### src/sv/aeut_pkg.sv
// Shared types and constants of the escape/UTF-8 tokenizer.
package aeut_pkg;

    localparam int MaxParams  = 32;
    localparam int ParamBytes = 255;
    localparam int InterBytes = 15;
    localparam int OscBytes   = 511;

    localparam logic [2:0] KIND_PRINT = 3'd0;
    localparam logic [2:0] KIND_CTRL  = 3'd1;
    localparam logic [2:0] KIND_ESC   = 3'd2;
    localparam logic [2:0] KIND_CSI   = 3'd3;
    localparam logic [2:0] KIND_OSCD  = 3'd4;
    localparam logic [2:0] KIND_OSCE  = 3'd5;

    // One classified request handed from the front to the back.
    // A CSI dispatch travels as one entry; the back expands it into a run.
    typedef struct packed {
        logic [2:0]  kind;
        logic [20:0] code_point;
        logic [6:0]  final_byte;
        logic [6:0]  prefix_byte;
        logic [3:0]  inter_count;
        logic [5:0]  total;
        logic [5:0]  stored;
        logic [23:0] tail_value;
        logic [16:0] osc_number;
    } aeut_evt_t;

    // One parameter store write.
    typedef struct packed {
        logic        en;
        logic [4:0]  addr;
        logic [23:0] data;
    } aeut_pwr_t;

endpackage

### src/sv/aeut_ram.sv
// Generic single-write, single-read RAM with registered read data.
module aeut_ram #(
    parameter int Width = 8,
    parameter int Depth = 16
) (
    input  logic                     clk,
    input  logic                     wr_en,
    input  logic [$clog2(Depth)-1:0] wr_addr,
    input  logic [Width-1:0]         wr_data,
    input  logic [$clog2(Depth)-1:0] rd_addr,
    output logic [Width-1:0]         rd_data
);
    logic [Width-1:0] mem [Depth];

    always_ff @(posedge clk)
    begin
        if (wr_en)
        begin
            mem[wr_addr] <= wr_data;
        end
        rd_data <= mem[rd_addr];
    end
endmodule

### src/sv/aeut_front.sv
// Front end: UTF-8 decode, escape state machine, parameter collection.
module aeut_front (
    input  logic                clk,
    input  logic                rst_n,
    input  logic                take,
    input  logic [7:0]          byte_in,
    output logic                emit,
    output aeut_pkg::aeut_evt_t evt,
    output aeut_pkg::aeut_pwr_t pwr
);
    import aeut_pkg::*;

    localparam logic [3:0] ST_GROUND    = 4'd0;
    localparam logic [3:0] ST_ESC       = 4'd1;
    localparam logic [3:0] ST_ESC_IMD   = 4'd2;
    localparam logic [3:0] ST_CSI_START = 4'd3;
    localparam logic [3:0] ST_CSI_ARGS  = 4'd4;
    localparam logic [3:0] ST_CSI_IMD   = 4'd5;
    localparam logic [3:0] ST_CSI_SKIP  = 4'd6;
    localparam logic [3:0] ST_OSC       = 4'd7;
    localparam logic [3:0] ST_STRING    = 4'd8;

    localparam logic [23:0] PvalMax = 24'd9999999;
    localparam logic [16:0] OscMax  = 17'd65535;
    localparam logic [16:0] OscNone = '1;

    logic [3:0]  state_reg, state_next;
    logic [1:0]  urem_reg, urem_next;
    logic [20:0] uacc_reg, uacc_next;
    logic [5:0]  pstored_reg, pstored_next;
    logic [23:0] pacc_reg, pacc_next;
    logic        phas_reg, phas_next;
    logic [7:0]  pbytes_reg, pbytes_next;
    logic [6:0]  prefix_reg, prefix_next;
    logic [3:0]  inter_reg, inter_next;
    logic [16:0] oscv_reg, oscv_next;
    logic        osep_reg, osep_next;
    logic [8:0]  obytes_reg, obytes_next;

    logic        is_param, is_inter, is_final, is_ctl, is_digit;
    logic [27:0] pmul;
    logic [20:0] omul;
    logic [5:0]  csi_total;
    logic [20:0] uacc_shift;
    logic [16:0] osc_base;

    assign is_param = byte_in >= 8'h30 && byte_in <= 8'h3F;
    assign is_inter = byte_in >= 8'h20 && byte_in <= 8'h2F;
    assign is_final = byte_in >= 8'h40 && byte_in <= 8'h7E;
    assign is_ctl   = byte_in < 8'h20 || byte_in == 8'h7F;
    assign is_digit = byte_in >= 8'h30 && byte_in <= 8'h39;
    assign pmul = {4'd0, pacc_reg} * 28'd10 + {24'd0, byte_in[3:0]};
    assign osc_base = oscv_reg[16] ? 17'd0 : oscv_reg;
    assign omul = {4'd0, osc_base} * 21'd10 + {17'd0, byte_in[3:0]};
    assign uacc_shift = {uacc_reg[14:0], byte_in[5:0]};
    assign csi_total = pstored_reg
                     + (((phas_reg || pstored_reg != 6'd0)
                         && pstored_reg < 6'(MaxParams)) ? 6'd1 : 6'd0);

    always_comb
    begin
        logic handle;
        state_next  = state_reg;
        urem_next   = urem_reg;
        uacc_next   = uacc_reg;
        pstored_next = pstored_reg;
        pacc_next   = pacc_reg;
        phas_next   = phas_reg;
        pbytes_next = pbytes_reg;
        prefix_next = prefix_reg;
        inter_next  = inter_reg;
        oscv_next   = oscv_reg;
        osep_next   = osep_reg;
        obytes_next = obytes_reg;
        emit = 1'b0;
        evt  = '0;
        evt.osc_number = OscNone;
        pwr  = '0;
        handle = 1'b1;

        // UTF-8 layer in front of the escape parser.
        if (state_reg == ST_GROUND && byte_in >= 8'hC0 && byte_in < 8'hFE)
        begin
            handle = 1'b0;
            if (byte_in >= 8'hC2 && byte_in < 8'hE0)
            begin
                uacc_next = {16'd0, byte_in[4:0]};
                urem_next = 2'd1;
            end
            else if (byte_in >= 8'hE0 && byte_in < 8'hF0)
            begin
                uacc_next = {17'd0, byte_in[3:0]};
                urem_next = 2'd2;
            end
            else if (byte_in >= 8'hF0 && byte_in < 8'hF8)
            begin
                uacc_next = {18'd0, byte_in[2:0]};
                urem_next = 2'd3;
            end
        end
        else if (state_reg == ST_GROUND && urem_reg == 2'd0
                 && byte_in >= 8'hA0 && byte_in < 8'hC0)
        begin
            handle = 1'b0;
        end
        else if (urem_reg != 2'd0)
        begin
            if (byte_in[7:6] == 2'b10)
            begin
                handle = 1'b0;
                uacc_next = uacc_shift;
                urem_next = urem_reg - 2'd1;
                if (urem_reg == 2'd1 && state_reg == ST_GROUND
                    && uacc_shift <= 21'h10FFFF)
                begin
                    emit = 1'b1;
                    evt.kind = KIND_PRINT;
                    evt.code_point = uacc_shift;
                end
            end
            else
            begin
                urem_next = 2'd0;
            end
        end

        if (handle)
        begin
            if (byte_in == 8'h18 || byte_in == 8'h1A)
            begin
                state_next = ST_GROUND;
            end
            else if (byte_in == 8'h1B)
            begin
                if (state_reg == ST_OSC)
                begin
                    emit = 1'b1;
                    evt.kind = KIND_OSCE;
                    evt.osc_number = oscv_reg;
                    oscv_next = OscNone;
                    obytes_next = '0;
                    osep_next = 1'b0;
                end
                state_next = ST_ESC;
                pstored_next = '0; pacc_next = '0; phas_next = 1'b0;
                pbytes_next = '0; prefix_next = '0; inter_next = '0;
            end
            else
            begin
                unique case (state_reg)
                    ST_GROUND:
                    begin
                        if (byte_in < 8'h20)
                        begin
                            emit = 1'b1;
                            evt.kind = KIND_CTRL;
                            evt.code_point = {13'd0, byte_in};
                        end
                        else if (byte_in != 8'h7F)
                        begin
                            emit = 1'b1;
                            evt.kind = KIND_PRINT;
                            evt.code_point = {13'd0, byte_in};
                        end
                    end
                    ST_ESC:
                    begin
                        if (is_inter)
                        begin
                            if (inter_reg < 4'(InterBytes)) inter_next = inter_reg + 4'd1;
                            state_next = ST_ESC_IMD;
                        end
                        else if (byte_in >= 8'h30 && byte_in <= 8'h7E)
                        begin
                            if (byte_in == 8'h5B)
                            begin
                                state_next = ST_CSI_START;
                                pstored_next = '0; pacc_next = '0; phas_next = 1'b0;
                                pbytes_next = '0; prefix_next = '0; inter_next = '0;
                            end
                            else if (byte_in == 8'h5D)
                            begin
                                state_next = ST_OSC;
                                oscv_next = OscNone;
                                obytes_next = '0;
                                osep_next = 1'b0;
                            end
                            else if (byte_in == 8'h50)
                            begin
                                state_next = ST_STRING;
                                pstored_next = '0; pacc_next = '0; phas_next = 1'b0;
                                pbytes_next = '0; prefix_next = '0; inter_next = '0;
                            end
                            else if (byte_in == 8'h58 || byte_in == 8'h5E
                                     || byte_in == 8'h5F)
                            begin
                                state_next = ST_STRING;
                            end
                            else
                            begin
                                state_next = ST_GROUND;
                                emit = 1'b1;
                                evt.kind = KIND_ESC;
                                evt.final_byte = byte_in[6:0];
                                evt.inter_count = inter_reg;
                            end
                        end
                        else
                        begin
                            state_next = ST_GROUND;
                            if (byte_in < 8'h20)
                            begin
                                emit = 1'b1;
                                evt.kind = KIND_CTRL;
                                evt.code_point = {13'd0, byte_in};
                            end
                        end
                    end
                    ST_ESC_IMD:
                    begin
                        if (is_inter)
                        begin
                            if (inter_reg < 4'(InterBytes)) inter_next = inter_reg + 4'd1;
                        end
                        else if (byte_in >= 8'h30 && byte_in <= 8'h7E)
                        begin
                            state_next = ST_GROUND;
                            emit = 1'b1;
                            evt.kind = KIND_ESC;
                            evt.final_byte = byte_in[6:0];
                            evt.inter_count = inter_reg;
                        end
                        else
                        begin
                            state_next = ST_GROUND;
                        end
                    end
                    ST_CSI_START, ST_CSI_ARGS:
                    begin
                        if (is_param)
                        begin
                            state_next = ST_CSI_ARGS;
                            if (pbytes_reg < 8'(ParamBytes))
                            begin
                                if (pbytes_reg == 8'd0 && byte_in >= 8'h3C)
                                begin
                                    prefix_next = byte_in[6:0];
                                end
                                pbytes_next = pbytes_reg + 8'd1;
                                if (pstored_reg < 6'(MaxParams))
                                begin
                                    if (is_digit)
                                    begin
                                        pacc_next = (pmul > {4'd0, PvalMax})
                                                  ? PvalMax : pmul[23:0];
                                        phas_next = 1'b1;
                                    end
                                    else if (byte_in == 8'h3B || byte_in == 8'h3A)
                                    begin
                                        pwr.en = 1'b1;
                                        pwr.addr = pstored_reg[4:0];
                                        pwr.data = phas_reg ? pacc_reg : 24'd0;
                                        pstored_next = pstored_reg + 6'd1;
                                        pacc_next = '0;
                                        phas_next = 1'b0;
                                    end
                                end
                            end
                        end
                        else if (is_inter)
                        begin
                            if (inter_reg < 4'(InterBytes)) inter_next = inter_reg + 4'd1;
                            state_next = ST_CSI_IMD;
                        end
                        else if (is_final)
                        begin
                            state_next = ST_GROUND;
                            emit = 1'b1;
                            evt.kind = KIND_CSI;
                            evt.final_byte = byte_in[6:0];
                            evt.prefix_byte = prefix_reg;
                            evt.inter_count = inter_reg;
                            evt.total = csi_total;
                            evt.stored = pstored_reg;
                            evt.tail_value = phas_reg ? pacc_reg : 24'd0;
                        end
                        else if (!is_ctl)
                        begin
                            state_next = ST_CSI_SKIP;
                        end
                    end
                    ST_CSI_IMD:
                    begin
                        if (is_inter)
                        begin
                            if (inter_reg < 4'(InterBytes)) inter_next = inter_reg + 4'd1;
                        end
                        else if (is_final)
                        begin
                            state_next = ST_GROUND;
                            emit = 1'b1;
                            evt.kind = KIND_CSI;
                            evt.final_byte = byte_in[6:0];
                            evt.prefix_byte = (prefix_reg == 7'h3C) ? 7'd0 : prefix_reg;
                            evt.inter_count = inter_reg;
                            evt.total = csi_total;
                            evt.stored = pstored_reg;
                            evt.tail_value = phas_reg ? pacc_reg : 24'd0;
                        end
                        else
                        begin
                            state_next = ST_CSI_SKIP;
                        end
                    end
                    ST_CSI_SKIP:
                    begin
                        if (is_final) state_next = ST_GROUND;
                    end
                    ST_OSC:
                    begin
                        if (byte_in == 8'h07)
                        begin
                            emit = 1'b1;
                            evt.kind = KIND_OSCE;
                            evt.osc_number = oscv_reg;
                            oscv_next = OscNone;
                            obytes_next = '0;
                            osep_next = 1'b0;
                            state_next = ST_GROUND;
                        end
                        else if (!is_ctl)
                        begin
                            if (!osep_reg)
                            begin
                                if (is_digit)
                                begin
                                    oscv_next = (omul > {4'd0, OscMax})
                                              ? OscMax : omul[16:0];
                                end
                                else
                                begin
                                    osep_next = 1'b1;
                                end
                            end
                            else if (obytes_reg < 9'(OscBytes))
                            begin
                                obytes_next = obytes_reg + 9'd1;
                                emit = 1'b1;
                                evt.kind = KIND_OSCD;
                                evt.code_point = {13'd0, byte_in};
                                evt.osc_number = oscv_reg;
                            end
                        end
                    end
                    ST_STRING:
                    begin
                        if (byte_in == 8'h07) state_next = ST_GROUND;
                    end
                    default:
                    begin
                        state_next = ST_GROUND;
                    end
                endcase
            end
        end

        if (!take)
        begin
            emit = 1'b0;
            pwr.en = 1'b0;
        end
    end

    always_ff @(posedge clk or negedge rst_n)
    begin
        if (!rst_n)
        begin
            state_reg <= ST_GROUND;
            urem_reg <= '0; uacc_reg <= '0;
            pstored_reg <= '0; pacc_reg <= '0; phas_reg <= 1'b0;
            pbytes_reg <= '0; prefix_reg <= '0; inter_reg <= '0;
            oscv_reg <= OscNone; osep_reg <= 1'b0; obytes_reg <= '0;
        end
        else if (take)
        begin
            state_reg <= state_next;
            urem_reg <= urem_next; uacc_reg <= uacc_next;
            pstored_reg <= pstored_next; pacc_reg <= pacc_next; phas_reg <= phas_next;
            pbytes_reg <= pbytes_next; prefix_reg <= prefix_next; inter_reg <= inter_next;
            oscv_reg <= oscv_next; osep_reg <= osep_next; obytes_reg <= obytes_next;
        end
    end
endmodule

### src/sv/aeut_back.sv
// Back end: two-entry queue, parameter store and result sequencer.
module aeut_back (
    input  logic                clk,
    input  logic                rst_n,
    input  logic                push,
    input  aeut_pkg::aeut_evt_t push_evt,
    input  aeut_pkg::aeut_pwr_t pwr,
    output logic                full,
    output logic                busy,
    output logic                valid,
    input  logic                stall,
    output logic [2:0]          event_kind,
    output logic [20:0]         code_point,
    output logic [6:0]          final_byte,
    output logic [6:0]          prefix_byte,
    output logic [3:0]          intermediate_count,
    output logic [5:0]          param_total,
    output logic [4:0]          param_position,
    output logic [23:0]         param_value,
    output logic [16:0]         osc_number,
    output logic                last
);
    import aeut_pkg::*;

    // Queue of two requests.
    aeut_evt_t  q_reg [2];
    logic [1:0] cnt_reg;
    logic       rp_reg, wp_reg;
    aeut_evt_t  head;
    logic       head_v;
    logic       csi_queued;

    // Run sequencer: one slot per result, each read from the store before it is loaded.
    logic       run_reg;
    logic [5:0] pos_reg;
    logic       rd_pend_reg;
    aeut_evt_t  cur_reg;
    logic [4:0] rd_addr;
    logic [23:0] rd_data;

    // Output register.
    logic        ov_reg;
    logic [2:0]  kind_reg;
    logic [20:0] cp_reg;
    logic [6:0]  fin_reg;
    logic [6:0]  pre_reg;
    logic [3:0]  ic_reg;
    logic [5:0]  tot_reg;
    logic [4:0]  opos_reg;
    logic [23:0] val_reg;
    logic [16:0] osc_reg;
    logic        last_reg;
    logic        ofree;
    logic        pop;
    logic        fire;
    logic        start_run;
    logic        load_simple;
    logic        load_run;

    assign head   = q_reg[rp_reg];
    assign head_v = cnt_reg != 2'd0;
    assign full   = cnt_reg == 2'd2;
    assign ofree  = !ov_reg || !stall;
    // A queued dispatch still has to read the store, so it counts as busy.
    assign csi_queued = (cnt_reg != 2'd0 && q_reg[rp_reg].kind == KIND_CSI
                         && q_reg[rp_reg].total != 6'd0)
                     || (cnt_reg == 2'd2 && q_reg[~rp_reg].kind == KIND_CSI
                         && q_reg[~rp_reg].total != 6'd0);
    assign busy   = run_reg || rd_pend_reg || csi_queued;
    assign valid  = ov_reg;

    assign event_kind         = kind_reg;
    assign code_point         = cp_reg;
    assign final_byte         = fin_reg;
    assign prefix_byte        = pre_reg;
    assign intermediate_count = ic_reg;
    assign param_total        = tot_reg;
    assign param_position     = opos_reg;
    assign param_value        = val_reg;
    assign osc_number         = osc_reg;
    assign last               = last_reg;

    aeut_ram #(.Width(24), .Depth(MaxParams)) u_store (
        .clk     (clk),
        .wr_en   (pwr.en),
        .wr_addr (pwr.addr),
        .wr_data (pwr.data),
        .rd_addr (rd_addr),
        .rd_data (rd_data)
    );

    // Pop the head when it is simple, or start a CSI run from it.
    assign pop = head_v && !run_reg && !rd_pend_reg && ofree;
    assign start_run = head.kind == KIND_CSI && head.total != 6'd0;
    assign load_simple = pop && !start_run;
    // Issue a read for the current run position; data lands next cycle.
    assign fire = run_reg && !rd_pend_reg;
    assign load_run = rd_pend_reg && ofree;
    assign rd_addr = pos_reg[4:0];

    always_ff @(posedge clk or negedge rst_n)
    begin
        if (!rst_n)
        begin
            q_reg[0] <= '0; q_reg[1] <= '0;
            cnt_reg <= '0; rp_reg <= 1'b0; wp_reg <= 1'b0;
            run_reg <= 1'b0; pos_reg <= '0; rd_pend_reg <= 1'b0; ov_reg <= 1'b0;
            cur_reg <= '0;
            kind_reg <= '0; cp_reg <= '0; fin_reg <= '0; pre_reg <= '0;
            ic_reg <= '0; tot_reg <= '0; opos_reg <= '0; val_reg <= '0;
            osc_reg <= '0; last_reg <= 1'b0;
        end
        else
        begin
            if (push)
            begin
                q_reg[wp_reg] <= push_evt;
                wp_reg <= ~wp_reg;
            end
            cnt_reg <= cnt_reg + (push ? 2'd1 : 2'd0) - (pop ? 2'd1 : 2'd0);
            if (pop) rp_reg <= ~rp_reg;

            if (load_simple || load_run)
            begin
                ov_reg <= 1'b1;
            end
            else if (!stall)
            begin
                ov_reg <= 1'b0;
            end

            if (pop)
            begin
                if (start_run)
                begin
                    run_reg <= 1'b1;
                    pos_reg <= '0;
                    cur_reg <= head;
                end
                else
                begin
                    kind_reg <= head.kind;
                    cp_reg <= head.code_point;
                    fin_reg <= head.final_byte;
                    pre_reg <= head.prefix_byte;
                    ic_reg <= head.inter_count;
                    tot_reg <= head.total;
                    opos_reg <= '0;
                    val_reg <= '0;
                    osc_reg <= head.osc_number;
                    last_reg <= 1'b1;
                end
            end
            else if (fire)
            begin
                rd_pend_reg <= 1'b1;
            end
            else if (load_run)
            begin
                rd_pend_reg <= 1'b0;
                kind_reg <= KIND_CSI;
                cp_reg <= '0;
                fin_reg <= cur_reg.final_byte;
                pre_reg <= cur_reg.prefix_byte;
                ic_reg <= cur_reg.inter_count;
                tot_reg <= cur_reg.total;
                opos_reg <= pos_reg[4:0];
                val_reg <= (pos_reg < cur_reg.stored) ? rd_data : cur_reg.tail_value;
                osc_reg <= '1;
                last_reg <= (pos_reg + 6'd1 == cur_reg.total);
                if (pos_reg + 6'd1 == cur_reg.total)
                begin
                    run_reg <= 1'b0;
                end
                pos_reg <= pos_reg + 6'd1;
            end
        end
    end
endmodule

### src/sv/ansi_escape_utf8_tokenizer.sv
// Top level of the terminal byte-stream tokenizer.
//
// Usage: raw terminal output bytes arrive on byte_in under valid/stall;
// one request is taken per cycle while stall is low. Each byte gives zero
// or one event, except a CSI final byte, which gives a run of one result
// per parameter (up to 32; one event if it has none), last marking the end of the run.
// Channels: input valid/stall with byte_in; output valid_out/stall_out
// (stall_out driven by the receiver) carrying every event field.
// Path: an event is registered in the queue, then in the output register.
// Throughput: one byte per cycle for print, control, ESC and OSC traffic
// while stall is low. After its final byte, a CSI dispatch holds the input
// while it leaves the queue, then reads and loads each parameter in turn,
// since each read waits on the registered store port.
// Reset: asynchronous, active low; parser in the normal state, UTF-8
// decode idle, queue and output register empty. The parameter store is
// not cleared; only entries written by the current sequence are read.
// Receiver stall: the output register holds; the queue absorbs two more
// requests, then stall rises back to the sender.
module ansi_escape_utf8_tokenizer (
    input  logic        clk,
    input  logic        rst_n,
    input  logic        valid,
    output logic        stall,
    input  logic [7:0]  byte_in,
    output logic        valid_out,
    input  logic        stall_out,
    output logic [2:0]  event_kind,
    output logic [20:0] code_point,
    output logic [6:0]  final_byte,
    output logic [6:0]  prefix_byte,
    output logic [3:0]  intermediate_count,
    output logic [5:0]  param_total,
    output logic [4:0]  param_position,
    output logic [23:0] param_value,
    output logic [16:0] osc_number,
    output logic        last
);
    import aeut_pkg::*;

    logic      take;
    logic      emit;
    logic      full;
    logic      busy;
    aeut_evt_t evt;
    aeut_pwr_t pwr;

    // Hold input while the queue is full, and while a CSI dispatch waits in
    // the queue or reads the store, so that a new parameter write cannot
    // overtake it.
    assign stall = full || busy;
    assign take  = valid && !stall;

    aeut_front u_front (
        .clk     (clk),
        .rst_n   (rst_n),
        .take    (take),
        .byte_in (byte_in),
        .emit    (emit),
        .evt     (evt),
        .pwr     (pwr)
    );

    aeut_back u_back (
        .clk                (clk),
        .rst_n              (rst_n),
        .push               (emit),
        .push_evt           (evt),
        .pwr                (pwr),
        .full               (full),
        .busy               (busy),
        .valid              (valid_out),
        .stall              (stall_out),
        .event_kind         (event_kind),
        .code_point         (code_point),
        .final_byte         (final_byte),
        .prefix_byte        (prefix_byte),
        .intermediate_count (intermediate_count),
        .param_total        (param_total),
        .param_position     (param_position),
        .param_value        (param_value),
        .osc_number         (osc_number),
        .last               (last)
    );

    // Kinds above OSC end are never produced.
    a_kind_range: assert property (@(posedge clk) disable iff (!rst_n)
        valid_out |-> event_kind <= KIND_OSCE)
        else $error("event kind out of range");

    // Every non-CSI event closes its own run.
    a_last_simple: assert property (@(posedge clk) disable iff (!rst_n)
        valid_out && event_kind != KIND_CSI |-> last)
        else $error("simple event without last");

    // A CSI result with a nonzero total never carries a position at or past its total.
    a_pos_bound: assert property (@(posedge clk) disable iff (!rst_n)
        valid_out && event_kind == KIND_CSI && param_total != 6'd0
        |-> {1'b0, param_position} < param_total)
        else $error("parameter position beyond total");
endmodule
### config.mk
export PLATFORM = sky130hd
export DESIGN_NAME = ansi_escape_utf8_tokenizer
export DESIGN_NICKNAME = d
export VERILOG_FILES = /design/src/sv/aeut_pkg.sv /design/src/sv/aeut_ram.sv /design/src/sv/aeut_front.sv /design/src/sv/aeut_back.sv /design/src/sv/ansi_escape_utf8_tokenizer.sv
export SDC_FILE = /design/constraint.sdc
export NUM_CORES = 2
export LEC_CHECK = 0
export ABC_AREA = 0
export ABC_CLOCK_PERIOD_IN_PS = 5770
export BUFFER_PORTS_ARGS = -buffer_cell sky130_fd_sc_hd__buf_2
export CELL_PAD_IN_SITES_DETAIL_PLACEMENT = 1
export CELL_PAD_IN_SITES_GLOBAL_PLACEMENT = 2
export CORE_MARGIN = 2
export CORE_UTILIZATION = 46
export CTS_CLUSTER_SIZE = 16
export DETAILED_ROUTE_END_ITERATION = 6
export GPL_ROUTABILITY_DRIVEN = 0
export GPL_TIMING_DRIVEN = 0
export PLACE_DENSITY_LB_ADDON = 0.12
export SLEW_MARGIN = 20
export SYNTH_ARGS = -nofsm -noshare
export SYNTH_HDL_FRONTEND = slang
export SYNTH_SLANG_ARGS = --single-unit
### constraint.sdc
create_clock -name clk -period 5.77 [get_ports clk]
set_clock_uncertainty 0.1 [all_clocks]
set_input_delay 1.154 -clock clk [delete_from_list [all_inputs] [get_ports clk]]
set_output_delay 1.154 -clock clk [all_outputs]
set_load 0.02 [all_outputs]
# Word level (Yosys, flattened, before mapping)
# Memories as Yosys holds them, arrays and structs flattened. A register that Yosys moved wholly into a read port is not among the register bits.
# Cells that the tools add are included.
dict set report totals {
  ff_bits 450
  ram_bits 768
  inputBits 12
  out_inout_bits 97
  elab_cells 561
  n_memories 1
}
dict set report op_classes {
  n_addsub 11
  n_mul 2
  n_lt_le_gt_ge 31
  n_eq_ne 64
  muxes 309
  n_bitwise 7
  reduce_logical 83
}
# memory words word_bits rd rd_ports_with_merged_regs wr line_no
set mem_list {}
lappend mem_list {u_back.u_store.mem 32 24 1 1 1 aeut_ram.sv:13} ;# logic [Width-1:0] mem [Depth];
# op n
set op_table {}
lappend op_table {{2-to-1 mux 95 bit} 9}
lappend op_table {{2-to-1 mux 24 bit} 28}
lappend op_table {{2-to-1 mux 17 bit} 22}
lappend op_table {{2-to-1 mux 30 bit} 9}
lappend op_table {{2-to-1 mux 54 bit} 5}
lappend op_table {{bitwise mux 190 bit} 1}
lappend op_table {{2-to-1 mux 7 bit} 25}
lappend op_table {{2-to-1 mux 4 bit} 37}
lappend op_table {{2-to-1 mux 21 bit} 7}
lappend op_table {{2-to-1 mux 6 bit} 19}
lappend op_table {{2-to-1 mux 15 bit} 7}
lappend op_table {{demux 95 bit (select 1 bit)} 1}
lappend op_table {{2-to-1 mux 9 bit} 10}
lappend op_table {{2-to-1 mux 75 bit} 1}
lappend op_table {{2-to-1 mux 1 bit} 72}
lappend op_table {{case mux 36 bit (2 select lines)} 1}
lappend op_table {{2-to-1 mux 8 bit} 8}
lappend op_table {{case mux 21 bit (3 select lines)} 1}
lappend op_table {{== test 8 x 7 -> 1 bit, second input constant} 7}
lappend op_table {{2-to-1 mux 3 bit} 18}
lappend op_table {{less-than comparator 8 bit, second input constant} 6}
lappend op_table {{case mux 24 bit (2 select lines)} 1}
lappend op_table {{greater-or-equal comparator 8 bit, second input constant} 5}
lappend op_table {{AND reduction 12 bit} 3}
lappend op_table {{other kinds (88)} 204}

# Logic depth before layout (Yosys ltp)
dict set report logic_depth {
  ltp_word 22
  mapped_depth 16
  depth_no_buf 14
}

# By module
# A second synthesis with hierarchy kept.
dict set report unflattened {
  cells_unflattened 4062
  area_unflattened_um2 55319.3
}
# module instances cells_per_inst area_each_um2 seq_area_each_um2
set modules_own_cells {}
lappend modules_own_cells {aeut_ram 1 1711 30480.5 23542.6}
lappend modules_own_cells {aeut_back 1 1062 14787.9 8808.4}
lappend modules_own_cells {aeut_front 1 1287 10037.1 2473.6}
lappend modules_own_cells {ansi_escape_utf8_tokenizer 1 2 13.8 0.0}

# Worst setup path after synthesis
# OpenSTA, ideal clock, no wires.
dict set report synth_timing {
  kind {input-to-reg}
  from {in byte_in[5]}
  to {mem u_back.u_store.mem[4][0], enable pin}
  setup_ps 405
  t_arrival_ps 4168
  path_slack_ps 1097
  stages 9
  n_path_buf 2
  cell_sequence {clkbuf_1 clkbuf_1 nand3_1 nor2_1 nand4_1 nor3_1 nand2_1 or3_1 nor2_1}
}
dict set report synth_between {
  elab_chain_len 14
  word_cells_on_any_way 34
}
# element line_no
set synth_lines {}
lappend synth_lines {{start: declaration} ansi_escape_utf8_tokenizer.sv:24} ;# input logic [7:0] byte_in,
lappend synth_lines {{branches (longest 10 deep; another with greater-or-equal comparator 8 x 6 -> 1 bit)} --}
lappend synth_lines {{2-to-1 mux 30 bit (*)} aeut_front.sv:127} ;# if (handle)
lappend synth_lines {{2-to-1 mux 1 bit} aeut_front.sv:367} ;# if (!take)
lappend synth_lines {{2-to-1 mux 1 bit} aeut_ram.sv:17} ;# if (wr_en)
lappend synth_lines {{2-to-1 mux 1 bit (not written as such)} aeut_ram.sv:19} ;# mem[wr_addr] <= wr_data;
lappend synth_lines {{end: declaration} aeut_ram.sv:13}
# Mark *: on every way between the ends.

# Final worst setup path
dict set report layout_timing {
  from {reg u_back.rp_reg}
  to {mem u_back.u_store.mem[2][10], enable pin}
}
dict set report layout_between {
  elab_chain_len 16
  word_cells_on_any_way 25
}
# element line_no
set layout_lines {}
lappend layout_lines {{start: declaration} aeut_back.sv:28} ;# logic rp_reg, wp_reg;
lappend layout_lines {{start signal: assignment} aeut_back.sv:121} ;# if (pop) rp_reg <= ~rp_reg;
lappend layout_lines {{inverter 1 bit} {aeut_back.sv:67, aeut_back.sv:68}}
lappend layout_lines {{inverter 1 -> 2 bit} {aeut_back.sv:67, aeut_back.sv:68}}
lappend layout_lines {{2-to-1 mux 95 bit (not written as such) (3 in a row)} aeut_back.sv:67} ;# || (cnt_reg == 2'd2 && q_reg[~rp_reg].kind == KIND_CSI
lappend layout_lines {{== test 3 x 2 -> 1 bit} aeut_back.sv:67}
lappend layout_lines {{logical AND 1 bit} aeut_back.sv:67}
lappend layout_lines {{logical AND 1 bit} aeut_back.sv:68} ;# && q_reg[~rp_reg].total != 6'd0);
lappend layout_lines {{logical OR 1 bit (*)} aeut_back.sv:67}
lappend layout_lines {{logical OR 1 bit (*)} aeut_back.sv:69} ;# assign busy = run_reg || rd_pend_reg || csi_queued;
lappend layout_lines {{logical OR 1 bit (*)} ansi_escape_utf8_tokenizer.sv:50} ;# assign stall = full || busy;
lappend layout_lines {{logical NOT 1 bit (*)} ansi_escape_utf8_tokenizer.sv:51} ;# assign take = valid && !stall;
lappend layout_lines {{logical AND 1 bit (*)} ansi_escape_utf8_tokenizer.sv:51}
lappend layout_lines {{2-to-1 mux 1 bit (*)} aeut_front.sv:367}
lappend layout_lines {{2-to-1 mux 1 bit (*)} aeut_ram.sv:17}
lappend layout_lines {{2-to-1 mux 1 bit (not written as such) (*)} aeut_ram.sv:19}
# Every way passes the cells marked *; elsewhere a longest branch is shown, timed or not. The select of a mux whose other input is x is not followed.

==> metrics.md <==
| Metric | Value |
|---|---|
| Sequential cell area | `34800 sq um` |
| Starting Density | `46.2%` |
| DIE WIDTH | `345 um` |
| Min Tclk post-route | `5.33 ns` |
| Worst slew margin | `22.1%` |
| Yosys top cell area share | `43.1%` |
| Syn_nets | `3831` |
| Worst Setup Start Kind | `flop` |
| Clk Tree Root Cell | `clkbuf_16` |
| Synthesized area | `53500 sq um` |
| Post-DR vias/cell | `5.87` |
| WL/cell | `28.0 um` |
| # rows | `125` |
| DR pass1 iterations | `5` |
| Initial antenna violation count | `3` |
| Max Freq | `188 MHz` |
| VDD IR max | `0.303 mV` |
| Worst-Margin Slew | `1.17 ns` |
| H-tree levels | `4` |
| Vias in the first global route | `34990` |
| Die Y | `345 um` |
| I/O Pins | `109` |
| Status | `complete, no violations` |
| Crit-path cells | `mux2i_1 -> nand2_1 -> o311ai_1 -> o2111ai_1 -> nor4_1 -> nand3_1 -> nor2_4 -> buf_16` |
| CTS Buf Count | `135` |
| Final non-filler cell total | `5639` |
| Final HPWL DP | `114000 um` |
| Worst hold-check path type | `in -> async` |
| DRC | `0` |
| Hold_ws | `0.313 ns` |
| Clock-pin slew on the worst setup and hold paths | `0.06 ns` |
| Number of flops mapped to enable cells by yosys | `768` |
| Avg Synthesized Cell Area | `14.4 sq um` |
| Final worst slack | `0.438 ns` |
| Final nets | `4112` |
| Antenna fix cells | `0` |
| Total grt overflow | `0` |
| Buffers on Ports | `106` |
| Clock Path Buffers | `3` |
| Setup Crit Path Kind | `reg -> reg` |
| Area leader, netlist | `edfxtp_1` |
| Max reg flops | `768` |
| Clock latency on the worst-skew pair | `0.77 ns` |
| Final Setup Violations | `0` |
| Post-synth ARST share | `36.2%` |
| Ys flop type | `edfxtp_1` |
| Worst path slowest cell | `nand3_1` |
| Sum Neg Setup Slack | `0 ns` |
| CTS tree | `done` |
| Routed Antenna Nets | `0` |
| Via count | `33118` |
| Sequential cell area fraction in the yosys report | `65.1%` |
| Max Cap Viol | `0` |
| Yosys reg bits | `1242` |
| Gr usage total | `26.9%` |
| Die area | `119000 sq um` |
| Fin. max-slew vios | `0` |
| Sink Count | `1242` |
| PD cells | `403 nW/um^2` |
| Largest net degree at the start of global routing | `93` |
| Synth area leaders | `edfxtp_1, dfrtp_1, mux4_2` |
| Core box area | `116000 sq um` |
| Worst slack, placed | `-0.217 ns` |
| Synth Instances | `3723` |
| Reg2Reg Depth | `8` |
| Leakage power | `22.9 nW` |
| Post-CTS Setup Bufs | `0` |
| Initial DRC Count | `2569` |
| Proportion of layout cells with a drive suffix above 1 | `19.6%` |
| Synth warnings | `0` |
| Critical Path AT | `5.68 ns` |
| Final hold vios | `0` |
| Final WL | `158000 um` |
| Tcrit/Tclk final | `92.4%` |
| Critical Path Sink Type | `flop` |
| Multi-input gate area | `17900 sq um` |
| Fill cells | `11179` |
| CP Data Required Time | `6.12 ns` |
| Netlist cell types | `94` |
| Area grow syn2layout | `15.3%` |
| Critical path's largest stage delay | `0.82 ns` |
| First-pass GRT wire length | `237000 um` |
| Worst-path fanout max | `14` |
| Total placed cells including tap cells | `5391` |
| RSZ-0062 raised after global routing | `no` |
## layer usage
| metal | part of all wire, % | GRT usage (%) | routed length, um |
|---|---|---|---|
| met1 | 42 | 35.9 | 67000 |
| met2 | 49 | 45.3 | 78200 |
| met3 | 5.0 | 4.24 | 7970 |
| met4 | 3.1 | 8.70 | 4930 |
| met5 | 0 | 0 | 0 |
## power by group
group          internal (mW)  leakage, nW  switching, mW
clock network           4.87         2.15           3.71
logic                   2.06         7.28           3.75
registers               10.0         13.4          0.450
total                   17.0         22.9           7.91
## metrics by stage
step | area, sq um | utilization [%] | total power [mW]
after floorplan | 53500 | - | 14.3
after global placement | 55900 | 48.3 | 16.4
after detailed placement | 57200 | 49.4 | 16.5
after CTS | 61700 | 53.3 | 25.1
after global routing | 61700 | 53.3 | 26.0
final | 61700 | 53.3 | 24.9
## repair_timing
| action | CTS | global route |
|---|---|---|
| endpoints found under the hold margin | 0 | 0 |
| hold buffers | 0 | 0 |
| gates resized for setup | 0 | 1 |
| setup endpoints to repair | 0 | 1 |
## cells in the final DEF (no fill, tap or decap), types with 12 or more instances in the layout
cell type | netlist | routed
a21oi_1 | 108 | 106
nand2_1 | 464 | 464
inv_1 | 45 | 45
clkinv_1 | 0 | 19
nor2_4 | 0 | 32
buf_16 | 0 | 32
clkbuf_2 | 0 | 13
mux2_2 | 54 | 54
clkinv_2 | 0 | 18
dfstp_2 | 17 | 17
nand4_1 | 20 | 20
nand3_1 | 46 | 46
dfxtp_1 | 24 | 24
nor4_1 | 15 | 14
edfxtp_1 | 768 | 768
o31ai_1 | 21 | 21
ha_1 | 92 | 92
o21ai_0 | 368 | 368
and3_1 | 41 | 18
nor3_1 | 25 | 24
and2_1 | 20 | 20
nand2b_1 | 19 | 19
xor2_1 | 46 | 46
nor2_1 | 193 | 161
dfrtp_1 | 433 | 433
a21o_1 | 26 | 26
xnor2_1 | 45 | 45
and3_2 | 0 | 23
or3_1 | 12 | 12
clkbuf_16 | 0 | 135
nor2b_1 | 26 | 26
mux2i_1 | 114 | 114
buf_1 | 26 | 17
mux4_2 | 240 | 240
a31oi_1 | 33 | 33
buf_2 | 32 | 142
clkbuf_1 | 157 | 190
## cell type report
| type | instances | area share, % |
|---|---|---|
| clock inverters | 60 | 1.23 |
| inverters | 45 | 0.274 |
| well taps | 1524 | 3.09 |
| multi-input cells | 2216 | 29.0 |
| clock buffers | 188 | 5.97 |
| plain buffers | 220 | 1.49 |
| flip-flops and latches | 1242 | 56.4 |
| repair buffers | 144 | 2.48 |
## worst max-delay path, delay by kind of cell (launching register included)
family,cells,cell delay (ns)
simple gates,4,2.41
compound gates,2,1.30
mux,1,0.49
flops,1,0.42
buf+inv,1,0.24
## synth_stat cells (6+ instances only)
cell         n
o211ai_1    11
inv_1       45
buf_1       26
o22a_1       7
ha_1        92
and3_1      41
nand2b_1    19
buf_2       32
nand4_1     20
a21oi_1    108
mux4_2     240
xnor2_1     45
dfxtp_1     24
o21ai_0    368
nand2_1    464
edfxtp_1   768
or2_2       11
nor4_1      15
nor3_1      25
o2111ai_1   11
and4_1       6
nor2b_1     26
or3_1       12
xor2_1      46
dfstp_2     17
mux2_2      54
o21a_1       7
a41oi_2     10
and2_1      20
o31ai_1     21
a31oi_1     33
nor2_1     193
clkbuf_1   157
nand3_1     46
dfrtp_1    433
a22o_1       8
a21o_1      26
mux2i_1    114
## worst paths after layout
path / endpoint / from / slack [ns]
max: u_back.u_store.mem[2][10] / u_back.rp_reg / 0.44
min: u_back.prefix_byte[2] / rst_n / 0.31
max reg2reg: u_back.u_store.mem[2][10] / u_back.rp_reg / 0.44
min reg2reg: u_back.final_byte[1] / u_back.final_byte[1] / 0.37
max in group asynchronous: u_back.q_reg[22] / rst_n / 3.47
min in group clk: u_back.final_byte[1] / u_back.final_byte[1] / 0.37
## cells by family after synthesis
| logic type | share of synthesized area [%] |
|---|---|
| flops | 65.1 |
| simple gates | 7.85 |
| compound gates | 7.85 |
| mux | 13.4 |
| buf+inv | 2.00 |
| fa+ha+maj | 2.30 |
| xor+xnor | 1.55 |
Note: power is estimated with default switching activity, not from simulation.
